`src/rtl/rpnbe_pkg.sv`:
```
`default_nettype none

package rpnbe_pkg;

	localparam int STACK_DEPTH = 64;
	localparam int LVL_W       = $clog2(STACK_DEPTH + 1);
	localparam int ADDR_W      = $clog2(STACK_DEPTH);

	localparam int CHAR_W = 8;
	localparam int ROW_W  = 26;
	localparam int NV_W   = 5;
	localparam int ERR_W  = 3;

	localparam int OPQ_DEPTH  = 2;
	localparam int RESQ_DEPTH = 4;

	localparam logic [ERR_W-1:0] ERR_OK        = 3'd0;
	localparam logic [ERR_W-1:0] ERR_BAD_CHAR  = 3'd1;
	localparam logic [ERR_W-1:0] ERR_UNDERFLOW = 3'd2;
	localparam logic [ERR_W-1:0] ERR_OVERFLOW  = 3'd3;
	localparam logic [ERR_W-1:0] ERR_LETTER    = 3'd4;
	localparam logic [ERR_W-1:0] ERR_LEFTOVER  = 3'd5;

	localparam logic [1:0] KIND_PUSH = 2'd0;
	localparam logic [1:0] KIND_NOT  = 2'd1;
	localparam logic [1:0] KIND_BIN  = 2'd2;
	localparam logic [1:0] KIND_ERR  = 2'd3;

	localparam logic [2:0] OP_OR  = 3'd0;
	localparam logic [2:0] OP_AND = 3'd1;
	localparam logic [2:0] OP_XOR = 3'd2;
	localparam logic [2:0] OP_EQ  = 3'd3;
	localparam logic [2:0] OP_IMP = 3'd4;

	localparam logic [CHAR_W-1:0] CH_A    = 8'h61;
	localparam logic [CHAR_W-1:0] CH_Z    = 8'h7a;
	localparam logic [CHAR_W-1:0] CH_ZERO = 8'h30;
	localparam logic [CHAR_W-1:0] CH_ONE  = 8'h31;
	localparam logic [CHAR_W-1:0] CH_NOT  = 8'h2d;
	localparam logic [CHAR_W-1:0] CH_OR   = 8'h7c;
	localparam logic [CHAR_W-1:0] CH_AND  = 8'h26;
	localparam logic [CHAR_W-1:0] CH_XOR  = 8'h23;
	localparam logic [CHAR_W-1:0] CH_EQ   = 8'h3d;
	localparam logic [CHAR_W-1:0] CH_IMP  = 8'h3e;

	typedef struct packed {
		logic [1:0]       kind;
		logic             bit_v;
		logic [2:0]       op;
		logic [ERR_W-1:0] err;
		logic             last;
	} op_t;

	typedef struct packed {
		logic             value;
		logic             is_final;
		logic [ERR_W-1:0] error_code;
	} res_t;

	function automatic logic combine(input logic [2:0] op, input logic left,
		input logic right);
		logic r;
		case (op)
			OP_OR:   r = left | right;
			OP_AND:  r = left & right;
			OP_XOR:  r = left ^ right;
			OP_EQ:   r = ~(left ^ right);
			default: r = ~left | right;
		endcase
		return r;
	endfunction

endpackage

`default_nettype wire

```
`src/rtl/rpnbe_ram.sv`:
```
`default_nettype none

module rpnbe_ram #(
	parameter int WIDTH = 1,
	parameter int DEPTH = 64
) (
	input  wire logic                     clk,
	input  wire logic                     we,
	input  wire logic [$clog2(DEPTH)-1:0] waddr,
	input  wire logic [WIDTH-1:0]         wdata,
	input  wire logic [$clog2(DEPTH)-1:0] raddr,
	output logic      [WIDTH-1:0]         rdata
);

	logic [WIDTH-1:0] mem_q [DEPTH];

	always_ff @(posedge clk) begin
		if (we) begin
			mem_q[waddr] <= wdata;
		end
		rdata <= mem_q[raddr];
	end

endmodule

`default_nettype wire

```
`src/rtl/rpnbe_front.sv`:
```
`default_nettype none

module rpnbe_front import rpnbe_pkg::*; (
	input  wire logic              clk,
	input  wire logic              arst_n,
	input  wire logic [NV_W-1:0]   num_vars,
	input  wire logic              token_valid,
	output logic                   token_stall,
	input  wire logic [CHAR_W-1:0] token_char,
	input  wire logic [ROW_W-1:0]  row_bits,
	input  wire logic              last_token,
	output logic                   op_valid,
	input  wire logic              op_take,
	output op_t                    op_head
);

	localparam int QAW = (OPQ_DEPTH > 1) ? $clog2(OPQ_DEPTH) : 1;
	localparam int QCW = $clog2(OPQ_DEPTH + 1);

	op_t            queue_q [OPQ_DEPTH];
	logic [QAW-1:0] wp_q, rp_q;
	logic [QCW-1:0] cnt_q;

	op_t            dec;
	logic [NV_W-1:0] idx;
	logic [NV_W-1:0] sh;
	logic [31:0]    row_ext;
	logic           accept;
	logic           pop;

	function automatic logic [QAW-1:0] ptr_inc(input logic [QAW-1:0] p);
		logic [QAW-1:0] r;
		if (p == QAW'(OPQ_DEPTH - 1)) begin
			r = '0;
		end else begin
			r = p + QAW'(1);
		end
		return r;
	endfunction

	always_comb begin
		idx     = NV_W'(token_char - CH_A);
		sh      = num_vars - NV_W'(1) - idx;
		row_ext = {{(32 - ROW_W){1'b0}}, row_bits};
		dec.kind  = KIND_ERR;
		dec.bit_v = 1'b0;
		dec.op    = OP_OR;
		dec.err   = ERR_BAD_CHAR;
		dec.last  = last_token;
		if (token_char >= CH_A && token_char <= CH_Z) begin
			if (idx >= num_vars) begin
				dec.err = ERR_LETTER;
			end else begin
				dec.kind  = KIND_PUSH;
				dec.bit_v = row_ext[sh];
				dec.err   = ERR_OK;
			end
		end else begin
			unique case (token_char) inside
				CH_ZERO, CH_ONE: begin
					dec.kind  = KIND_PUSH;
					dec.bit_v = token_char[0];
					dec.err   = ERR_OK;
				end
				CH_NOT: begin
					dec.kind = KIND_NOT;
					dec.err  = ERR_OK;
				end
				CH_OR, CH_AND, CH_XOR, CH_EQ, CH_IMP: begin
					dec.kind = KIND_BIN;
					dec.err  = ERR_OK;
					unique case (token_char)
						CH_OR:   dec.op = OP_OR;
						CH_AND:  dec.op = OP_AND;
						CH_XOR:  dec.op = OP_XOR;
						CH_EQ:   dec.op = OP_EQ;
						default: dec.op = OP_IMP;
					endcase
				end
				default: begin
				end
			endcase
		end
	end

	assign token_stall = (cnt_q == QCW'(OPQ_DEPTH));
	assign accept      = token_valid && !token_stall;
	assign op_valid    = (cnt_q != '0);
	assign pop         = op_valid && op_take;
	assign op_head     = queue_q[rp_q];

	always_ff @(posedge clk) begin
		if (accept) begin
			queue_q[wp_q] <= dec;
		end
	end

	always_ff @(posedge clk or negedge arst_n) begin
		if (!arst_n) begin
			wp_q  <= '0;
			rp_q  <= '0;
			cnt_q <= '0;
		end else begin
			if (accept) begin
				wp_q <= ptr_inc(wp_q);
			end
			if (pop) begin
				rp_q <= ptr_inc(rp_q);
			end
			if (accept && !pop) begin
				cnt_q <= cnt_q + QCW'(1);
			end else if (pop && !accept) begin
				cnt_q <= cnt_q - QCW'(1);
			end
		end
	end

endmodule

`default_nettype wire

```
`src/rtl/rpnbe_back.sv`:
```
`default_nettype none

module rpnbe_back import rpnbe_pkg::*; (
	input  wire logic             clk,
	input  wire logic             arst_n,
	input  wire logic             op_valid,
	output logic                  op_take,
	input  wire op_t              op_head,
	output logic                  result_valid,
	input  wire logic             result_stall,
	output logic                  value,
	output logic                  is_final,
	output logic [ERR_W-1:0]      error_code
);

	localparam int RAW = (RESQ_DEPTH > 1) ? $clog2(RESQ_DEPTH) : 1;
	localparam int RCW = $clog2(RESQ_DEPTH + 1);
	localparam logic [LVL_W-1:0] DEPTH_L = LVL_W'(STACK_DEPTH);

	logic [LVL_W-1:0] level_q;
	logic             top_q, nxt_q;
	logic [ERR_W-1:0] row_err_q;
	logic             fwd_q, fwd_bit_q;

	res_t             resq_q [RESQ_DEPTH];
	logic [RAW-1:0]   wp_q, rp_q;
	logic [RCW-1:0]   cnt_q;

	logic             below, rd_data;
	logic             wr_en;
	logic [ADDR_W-1:0] wr_addr, rd_addr;
	logic [LVL_W-1:0] n_level, f_level;
	logic             n_top, n_nxt, r_bit;
	logic [ERR_W-1:0] note, n_err, fin_err;
	logic             r1_v;
	res_t             r1, r2;
	logic             pop;
	logic [RAW-1:0]   wp_1;
	logic [1:0]       pushes;

	function automatic logic [RAW-1:0] ptr_inc(input logic [RAW-1:0] p);
		logic [RAW-1:0] r;
		if (p == RAW'(RESQ_DEPTH - 1)) begin
			r = '0;
		end else begin
			r = p + RAW'(1);
		end
		return r;
	endfunction

	assign below   = fwd_q ? fwd_bit_q : rd_data;
	assign op_take = op_valid && (cnt_q <= RCW'(RESQ_DEPTH - 2));

	always_comb begin
		n_level = level_q;
		n_top   = top_q;
		n_nxt   = nxt_q;
		note    = ERR_OK;
		wr_en   = 1'b0;
		wr_addr = ADDR_W'(level_q - LVL_W'(2));
		r1_v    = 1'b0;
		r_bit   = combine(op_head.op, nxt_q, top_q);
		r1      = '{value: 1'b0, is_final: 1'b0, error_code: ERR_OK};
		if (op_take) begin
			unique case (op_head.kind)
				KIND_PUSH: begin
					if (level_q >= DEPTH_L) begin
						note = ERR_OVERFLOW;
					end else begin
						wr_en   = (level_q >= LVL_W'(2));
						n_nxt   = top_q;
						n_top   = op_head.bit_v;
						n_level = level_q + LVL_W'(1);
					end
				end
				KIND_NOT: begin
					r1_v = 1'b1;
					if (level_q == '0) begin
						note          = ERR_UNDERFLOW;
						r1.error_code = ERR_UNDERFLOW;
					end else begin
						n_top    = ~top_q;
						r1.value = ~top_q;
					end
				end
				KIND_BIN: begin
					r1_v = 1'b1;
					if (level_q < LVL_W'(2)) begin
						note          = ERR_UNDERFLOW;
						r1.error_code = ERR_UNDERFLOW;
					end else begin
						n_top    = r_bit;
						n_nxt    = below;
						n_level  = level_q - LVL_W'(1);
						r1.value = r_bit;
					end
				end
				default: note = op_head.err;
			endcase
		end
		n_err = (row_err_q != ERR_OK) ? row_err_q : note;
		if (n_err != ERR_OK) begin
			fin_err = n_err;
		end else if (n_level == '0) begin
			fin_err = ERR_UNDERFLOW;
		end else if (n_level > LVL_W'(1)) begin
			fin_err = ERR_LEFTOVER;
		end else begin
			fin_err = ERR_OK;
		end
		r2.value      = (fin_err == ERR_OK) ? n_top : 1'b0;
		r2.is_final   = 1'b1;
		r2.error_code = fin_err;
		f_level = (op_take && op_head.last) ? '0 : n_level;
		rd_addr = ADDR_W'(f_level - LVL_W'(3));
	end

	rpnbe_ram #(
		.WIDTH(1),
		.DEPTH(STACK_DEPTH)
	) u_stack (
		.clk  (clk),
		.we   (wr_en),
		.waddr(wr_addr),
		.wdata(nxt_q),
		.raddr(rd_addr),
		.rdata(rd_data)
	);

	assign pop          = result_valid && !result_stall;
	assign result_valid = (cnt_q != '0);
	assign value        = resq_q[rp_q].value;
	assign is_final     = resq_q[rp_q].is_final;
	assign error_code   = resq_q[rp_q].error_code;
	assign wp_1         = ptr_inc(wp_q);
	assign pushes       = op_take ? ({1'b0, r1_v} + {1'b0, op_head.last}) : 2'd0;

	always_ff @(posedge clk) begin
		top_q     <= n_top;
		nxt_q     <= n_nxt;
		fwd_bit_q <= nxt_q;
		if (op_take) begin
			if (r1_v) begin
				resq_q[wp_q] <= r1;
			end
			if (op_head.last) begin
				resq_q[r1_v ? wp_1 : wp_q] <= r2;
			end
		end
	end

	always_ff @(posedge clk or negedge arst_n) begin
		if (!arst_n) begin
			level_q   <= '0;
			row_err_q <= ERR_OK;
			fwd_q     <= 1'b0;
			wp_q      <= '0;
			rp_q      <= '0;
			cnt_q     <= '0;
		end else begin
			level_q   <= f_level;
			row_err_q <= (op_take && op_head.last) ? ERR_OK : n_err;
			fwd_q     <= wr_en && (wr_addr == rd_addr);
			if (pushes == 2'd1) begin
				wp_q <= wp_1;
			end else if (pushes == 2'd2) begin
				wp_q <= ptr_inc(wp_1);
			end
			if (pop) begin
				rp_q <= ptr_inc(rp_q);
			end
			cnt_q <= cnt_q + RCW'(pushes) - RCW'(pop);
		end
	end

	a_level_bound: assert property (@(posedge clk) disable iff (!arst_n)
		level_q <= DEPTH_L)
		else $error("stack level beyond depth");

	a_row_clear: assert property (@(posedge clk) disable iff (!arst_n)
		op_take && op_head.last |=> level_q == '0 && row_err_q == ERR_OK)
		else $error("row state not cleared after last token");

	a_queue_bound: assert property (@(posedge clk) disable iff (!arst_n)
		cnt_q <= RCW'(RESQ_DEPTH))
		else $error("result queue overrun");

	a_err_value: assert property (@(posedge clk) disable iff (!arst_n)
		result_valid && is_final && error_code != ERR_OK |-> !value)
		else $error("final result with error carries a value");

endmodule

`default_nettype wire

```
`src/rtl/rpn_boolean_evaluator.sv`:
```
// Postfix Boolean expression evaluator, one truth-table row at a time. Each
// token transfer carries one character, the row assignment and a last-token
// flag; operators emit an intermediate result and the last token also emits
// the final row result with its error code. Tokens stream at one per cycle
// unless token_stall is high: a decode front end feeds a two-entry op queue,
// and the execute stage does one push, invert or pop-and-combine per cycle
// while the result queue has room for two, keeping the top two stack entries
// in flip-flops and the rest in a single-port-write RAM whose registered read
// is prefetched for the entry below. Results leave at most one per cycle from
// a four-entry queue, so a token that yields two results (operator plus
// final) sends them in turn. num_vars is written at byte address 0 of the APB
// port and is to be changed only while no row is in progress.
`default_nettype none

module rpn_boolean_evaluator import rpnbe_pkg::*; (
	input  wire logic              clk,
	input  wire logic              arst_n,
	input  wire logic              psel,
	input  wire logic              penable,
	input  wire logic              pwrite,
	input  wire logic [2:0]        paddr,
	input  wire logic [31:0]       pwdata,
	output logic      [31:0]       prdata,
	output logic                   pready,
	input  wire logic              token_valid,
	output logic                   token_stall,
	input  wire logic [CHAR_W-1:0] token_char,
	input  wire logic [ROW_W-1:0]  row_bits,
	input  wire logic              last_token,
	output logic                   result_valid,
	input  wire logic              result_stall,
	output logic                   value,
	output logic                   is_final,
	output logic [ERR_W-1:0]       error_code
);

	logic [NV_W-1:0] num_vars_q;
	logic            op_valid, op_take;
	op_t             op_head;

	assign pready = 1'b1;
	assign prdata = (paddr == 3'd0) ? {{(32 - NV_W){1'b0}}, num_vars_q} : 32'd0;

	always_ff @(posedge clk or negedge arst_n) begin
		if (!arst_n) begin
			num_vars_q <= NV_W'(1);
		end else if (psel && penable && pwrite && pready && paddr == 3'd0) begin
			num_vars_q <= pwdata[NV_W-1:0];
		end
	end

	rpnbe_front u_front (
		.clk        (clk),
		.arst_n     (arst_n),
		.num_vars   (num_vars_q),
		.token_valid(token_valid),
		.token_stall(token_stall),
		.token_char (token_char),
		.row_bits   (row_bits),
		.last_token (last_token),
		.op_valid   (op_valid),
		.op_take    (op_take),
		.op_head    (op_head)
	);

	rpnbe_back u_back (
		.clk         (clk),
		.arst_n      (arst_n),
		.op_valid    (op_valid),
		.op_take     (op_take),
		.op_head     (op_head),
		.result_valid(result_valid),
		.result_stall(result_stall),
		.value       (value),
		.is_final    (is_final),
		.error_code  (error_code)
	);

endmodule

`default_nettype wire
```
`config.mk`:
```
export PLATFORM = sky130hd
export DESIGN_NAME = rpn_boolean_evaluator
export DESIGN_NICKNAME = d
export VERILOG_FILES = /design/src/rtl/rpnbe_pkg.sv /design/src/rtl/rpnbe_ram.sv /design/src/rtl/rpnbe_front.sv /design/src/rtl/rpnbe_back.sv /design/src/rtl/rpn_boolean_evaluator.sv
export SDC_FILE = /design/constraint.sdc
export NUM_CORES = 1
export LEC_CHECK = 0
export ABC_CLOCK_PERIOD_IN_PS = 6500
export BUFFER_PORTS_ARGS = -buffer_cell sky130_fd_sc_hd__buf_2
export CORE_MARGIN = 2
export CORE_UTILIZATION = 58
export DETAILED_ROUTE_END_ITERATION = 8
export PLACE_DENSITY = 0.9
export SLEW_MARGIN = 20
export SYNTH_ARGS = -nofsm -noshare
export SYNTH_HDL_FRONTEND = slang
export SYNTH_SLANG_ARGS = --single-unit
```
`constraint.sdc`:
```
create_clock -name clk -period 6.5 [get_ports clk]
set_clock_uncertainty 0.2 [all_clocks]
set_input_delay 0.975 -clock clk [delete_from_list [all_inputs] [get_ports clk]]
set_output_delay 0.975 -clock clk [all_outputs]
set_load 0.01 [all_outputs]
```
* Yosys cells after proc, flatten, opt, wreduce, memory -nomap -nowiden
Memory sizes are Yosys's and may differ from the RTL's. A register that Yosys moved wholly into a read port is not among the register bits.
Cells that the tools add are included.
W data, S select, Z words.
** Cells by class
- Equality and inequality tests :: 22
- Mux-type cells :: 71
- Reductions and logical operators :: 34
- $lt $le $gt $ge :: 9
- Add/subtract/negate cells :: 17
- Bitwise gates (word level) :: 7
** Operators with widths (count)
- $eq A8 B6 Y1 const B :: 7
- $mux W3 :: 13
- $mux W1 :: 31
- $mux W7 :: 4
- $mux W2 :: 12
- $logic_not A7 Y1 :: 2
- $pmux W7 S2 :: 1
- $eq A2 B2 Y1 const B :: 6
- $logic_and A1 B1 Y1 :: 12
- $pmux W3 S4 :: 1
- $sub A6 B2 Y6 const B :: 2
- $sub A5 B1 Y5 const B :: 2
- $logic_not A3 Y1 :: 3
- $pmux W3 S3 :: 1
- $reduce_bool A3 Y1 :: 3
- $add A2 B1 Y2 const B :: 4
- $eq A8 B7 Y1 const B :: 1
- $ge A8 B7 Y1 const B :: 1
- $le A8 B7 Y1 const B :: 1
- $reduce_bool A2 Y1 :: 4
- $reduce_or A8 Y1 :: 1
- $add A7 B1 Y7 const B :: 1
- $ge A7 B2 Y1 const B :: 1
- $ge A7 B7 Y1 const B :: 1
- other kinds (33) :: 45
** Word-level totals
- Register bits :: 30
- RAM bits :: 104
- Memories :: 3
- Word-level logic and storage cells :: 176
- Input port bits :: 77
** Memories
- u_back.u_stack.mem_q :: depth 64, width 1, rd ports 1, clocked after memory_dff 1, write ports 1, line rpnbe_ram.sv:15 : logic [WIDTH-1:0] mem_q [DEPTH];
- u_back.resq_q :: depth 4, width 5, rd ports 1, clocked after memory_dff 0, write ports 2, line rpnbe_back.sv:25 : res_t resq_q [RESQ_DEPTH];
- u_front.queue_q :: depth 2, width 10, rd ports 1, clocked after memory_dff 0, write ports 1, line rpnbe_front.sv:20 : op_t queue_q [OPQ_DEPTH];

* Longest topological paths before layout
- Word-level depth :: 10
- Mapped depth :: 19
- Depth with buffers taken out :: 14

* Cells and area by module
Synthesis repeated with hierarchy kept, for this count alone.
** Unflattened totals
- Cell total of the unflattened synthesis :: 743
- Area total of the unflattened synthesis :: 8256.7 um2
** By module, submodules not included
- rpnbe_back :: area an instance 3135.5 um2, instances 1, cells an instance 335
- rpnbe_ram :: area an instance 2914.0 um2, instances 1, cells an instance 204
- rpnbe_front :: area an instance 1720.4 um2, instances 1, cells an instance 156
- rpn_boolean_evaluator :: area an instance 486.7 um2, instances 1, cells an instance 48

* Least setup slack after synthesis
No wires, ideal clock.
- Kind :: register to register
- Start point :: register u_back.level_q[1]
- End point :: register u_back.u_stack.rdata (read register of u_back.u_stack.mem_q)
- Arrival :: 4.827 ns
- Cell stages (with the launch flop) :: 18
- Buffers on the path :: 5
- Library setup time :: 0.130 ns
- Slack :: 1.343 ns
- Path through :: dfrtp_1 -> inv_1 -> ha_1 -> buf_4 -> or3b_1 -> buf_2 -> o21ai_4 -> a2111oi_2 -> nor2_1 -> buf_2 -> inv_1 -> ha_1 -> clkbuf_1 -> clkbuf_1 -> mux4_2 -> mux4_2 -> o22ai_1 -> a31oi_1
** Between the ends
- Cells in the longest elaborated chain, start to end :: 6
- Elaborated cells on any way between the ends :: 10
- Classes of those cells :: 3 x add/sub; 2 x order compare; 5 x mux
** Ends and longest elaborated chain
- start, declared :: line rpnbe_back.sv:20 : logic [LVL_W-1:0] level_q;
- start signal, assigned :: line rpnbe_back.sv:161 : level_q <= f_level;
- $lt A7 B2 Y1 or $ge A7 B7 Y1 (tied branches) :: line rpnbe_back.sv:88, rpnbe_back.sv:67
- $mux W7 (on tied branches) :: line rpnbe_back.sv:88, rpnbe_back.sv:67
- $pmux W7 S2 * :: line rpnbe_back.sv:65 : unique case (op_head.kind)
- $mux W7 * :: line rpnbe_back.sv:64 : if (op_take) begin
- $mux W7 * :: line rpnbe_back.sv:114 : f_level = (op_take && op_head.last) ? '0 : n_level;
- via u_back.f_level[0] :: line rpnbe_back.sv:32 : logic [LVL_W-1:0] n_level, f_level;
- $sub A6 B2 Y6 * :: line rpnbe_back.sv:115 : rd_addr = ADDR_W'(f_level - LVL_W'(3));
- end, declared :: line rpnbe_ram.sv:12 : output logic [WIDTH-1:0] rdata
The timed path passes the listed nets; every way through them passes the cells marked *.
A chain may end at the register's enable or synchronous reset.

* Worst setup path in the final report
- Start point :: register u_front.rp_q
- End point :: register u_back.u_stack.rdata (read register of u_back.u_stack.mem_q)
** Between the ends
- Cells in the longest elaborated chain, start to end :: 6
- Elaborated cells on any way between the ends :: 8
- Classes of those cells :: 1 x add/sub; 1 x eq/ne; 3 x mux; 2 x reduce/logical; 1 x memory
** Ends and longest elaborated chain
- start, declared :: line rpnbe_front.sv:21 : logic [QAW-1:0] wp_q, rp_q;
- start signal, assigned :: line rpnbe_front.sv:108 : rp_q <= ptr_inc(rp_q);
- $mem_v2 Z2 W10 *
- $eq A2 B2 Y1 or $logic_not A2 Y1 (tied branches) :: line rpnbe_back.sv:65
- $pmux W7 S2 :: line rpnbe_back.sv:65
- $mux W7 :: line rpnbe_back.sv:64
- $mux W7 * :: line rpnbe_back.sv:114
- via u_back.f_level[0] :: line rpnbe_back.sv:32
- $sub A6 B2 Y6 * :: line rpnbe_back.sv:115
Marked as above.

==> impl_metrics.ini <==
[drt]
drtIter0Drc = 480
vias_per_cell = 6.15
first_pass_iters = 5
ant_nets = 0
vias = 5798
wire_per_inst_um = 18.6
remaining_drc_errors = 0
wirelength_mm = 17.5

[floorplanning]
start_util = 0.592
core-area_um2 = 13200
rows = 42
pin_count = 117
die_area_um2 = 14500
dieHeight_um = 120
die_w_um = 120

[power]
comb_power_share = 0.396
p_leak_nw = 3.38
p_sw_frac = 0.365
power_frac_clock = 0.252
p_sw_mw = 1.25
power_mw = 3.43
seq_power_share = 0.352
p_per_area_nw_per_um2 = 395
p_int_mw = 2.18
ir_drop_uv = 258

[synthesis]
synth_top_family_by_area = simple AND/OR/NAND/NOR gates
synth-main-ff-cell = edfxtp_1
synth_area_um2 = 7840
synth.avg_cell_area_um2 = 11.2
synth_xor_area_frac = 0.0313
synth_compound_area_frac = 0.0945
syn_inst = 697
seq_area_frac_synth = 0.483
ys_seq_elements = 133
synthAdderAreaFrac = 0.0674
synth_simple_gate_area_frac = 0.148
muxShareOfSynthArea = 0.114
synth-edff-count = 99
ys_async_sr_fraction = 0.203
yosys_warnings = 0
synth.distinct_cells = 70

[cts]
clock_latency_ps = 420
hold_buffers = 0
numCtsBuffers = 17
cts_resized = 0
cts_tree = built
post-cts-setup-buffer-count = 0
cts_sinks = 133
cts_root_buf = clkbuf_16
htreeDepth = 4
clock_path_buffers = 2
clkSlewWorstSetupHoldPaths_ps = 60

[setup_path]
crit_path_end_kind = flip-flop
cp_cell_sequence = mux2i_1 -> ha_1 -> inv_1 -> o31a_1 -> a211oi_1 -> nor2_1 -> buf_4 -> inv_1 -> ha_1 -> buf_4 -> mux4_2 -> mux2_2 -> o211ai_1 -> a31oi_1
cpPeakStageDelay_ps = 690
cp-startpoint = u_front.rp_q
crit_path_max_fanout = 17
required_ps = 6600
startpoint_type = flip-flop
reg2reg_from = u_front.rp_q
worst-endpoint-arrival_ps = 5260
slowest_stage = dfrtp_1
critical_path_class = flip-flop to flip-flop

[global_routing]
grt_use_total = 0.255
grt_max_degree = 69
grt_util_met1 = 0.311
grtUsageMet2 = 0.434
busiest_layer = met2
use_met3 = 0.0467
grt_pass1_wl_mm = 28.6
grt-ovfl-total = 0
grt_pass1_vias = 5785
antenna_found_initial = 0

[layout]
num-nets-final = 872
areaGrowthSynthToFinish_pct = 10.9
drive_above_1_share = 0.181
n_fill_cell = 965
diodes = 0

[hold_path]
hold_path.class = flip-flop to flip-flop
worst_hold_startpoint = u_back.resq_q[1][3]

[sta]
setup_viol = 0
fmax_mhz = 194
hold_ws_ps = 255
final.min_clock_period_ps = 5170
final_hold_viol_count = 0
slew_headroom = 0.433
fin_tns_setup_ps = 0
rsz0062_at_grt = false
fin_crit_sh = 0.795
worst_pin_slew_ps = 845
slew_violations = 0

[placement]
port_buffers = 61
hpwl_mm = 11.6
routabilityCongestion = 0.937

[status]
status = completed

[run]
cap_viol_max_count = 0
==> path summary, 6_finish.rpt <==
check                      slack [ps]  depth (start not counted)                   end
setup / recovery                 1330                         14  u_back.u_stack.rdata
hold / removal                    260                          1   u_back.resq_q[1][3]
setup reg to reg                 1330                         14  u_back.u_stack.rdata
hold reg to reg                   260                          1   u_back.resq_q[1][3]
max in group asynchronous        5260                          1     u_back.level_q[3]
min in group asynchronous         390                          1         num_vars_q[4]
==> flip-flops by register name, summed over array words and instances, names as in the netlist, 2 cells and up <==
name,count
u_back.level_q,7
num_vars_q,5
u_back.resq_q,20
u_back.cnt_q,3
u_back.u_stack.mem_q,64
u_back.rp_q,2
u_back.row_err_q,3
u_back.wp_q,2
u_front.cnt_q,2
u_front.queue_q,18
==> cell families (layout without fill, tap and decap cells) <==
logic type,after synthesis,in the layout
simple gates,243,243
compound gates,106,106
flops,133,133
fa+ha+maj,41,41
mux,51,51
xor+xnor,28,28
other cells,2,28
buf+inv,93,136
==> cell usage in the layout (no fill, tap or decap), types with 6 or more instances in the layout <==
master	count
edfxtp_1	99
nor2_1	97
buf_2	61
nand2_1	53
inv_1	39
ha_1	39
mux4_2	30
conb_1	28
dfrtp_1	26
o21ai_0	24
nand3_1	20
a21oi_1	19
xnor2_1	19
and2_1	17
clkbuf_16	17
mux2i_1	13
nor3_1	9
xor2_1	9
mux2_2	8
nor2b_1	8
nand2b_1	8
o211ai_1	7
a31oi_1	7
a21o_1	7
dfxtp_1	7
o2111ai_1	6
a211oi_1	6
==> metrics by stage <==
stage / std cells / setup slack [ps] / utilization / area (um^2)
finish: 942 / 1330 / 0.656 / 8690
global route: 942 / 1020 / 0.656 / 8690
CTS: 942 / 1400 / 0.656 / 8690
floorplan: 723 / 1340 / - / 7940
detailed placement: 911 / 1520 / 0.617 / 8170
global placement: 911 / 1590 / 0.617 / 8170
==> worst max-delay path: cells and delay by family, from the launching register on <==
kind                       cells  cell delay [ps]
muxes                          3             1300
adders and majority gates      2             1020
AOI/OAI and AO/OA              4              970
buffers and inverters          4              780
DFF                            1              690
and+or+nand+nor                1               70
==> area by class of cell <==
| cell class | count | area, um^2 | area share |
|---|---|---|---|
| sequential | 133 | 3790 | 0.436 |
| multi-input combinational | 497 | 3680 | 0.423 |
| clock buffer | 18 | 429 | 0.0494 |
| timing repair buffer | 64 | 328 | 0.0377 |
| tap | 176 | 220 | 0.0253 |
| inverter | 41 | 154 | 0.0177 |
| clock inverter | 13 | 92.6 | 0.0107 |
==> cells in the mapped netlist (5+ instances only) <==
library cell	n	area (um^2)
mux4_2	30	676
a21oi_1	19	95.1
and3_1	5	31.3
nor3_1	9	45.0
a211oi_1	6	45.0
edfxtp_1	99	2970
nand2b_1	8	50.1
nand2_1	53	199
buf_4	29	218
nand3_1	20	100
nor2b_1	8	50.1
dfxtp_1	7	140
and2_1	17	106
dfrtp_1	26	651
ha_1	39	488
a31oi_1	7	43.8
o31ai_1	5	37.5
xor2_1	9	78.8
o2111ai_1	6	52.6
xnor2_1	19	166
o21ai_0	24	120
mux2i_1	13	130
inv_1	39	146
mux2_2	8	90.1
clkbuf_1	18	67.6
a21o_1	7	52.6
o211ai_1	7	52.6
nor2_1	97	364
==> power groups by stage <==
| stage | clock network, mW | logic, mW | registers, mW |
|---|---|---|---|
| after CTS | 0.862 | 1.35 | 1.20 |
| final | 0.865 | 1.36 | 1.21 |
| after global routing | 0.895 | 1.48 | 1.22 |
| after global placement | 0 | 1.27 | 1.20 |
| after floorplan | 0 | 1.07 | 1.16 |
| after detailed placement | 0 | 1.32 | 1.22 |
==> layer usage <==
layer / part of all wire / wire [um] / vias to the layer above
li1: - / - / 2606
met1: 0.38 / 6650 / 2752
met2: 0.50 / 8770 / 374
met3: 0.083 / 1450 / 66
met4: 0.036 / 626 / 0
met5: 0 / 0 / -
Power figures use the tool's default switching activity.
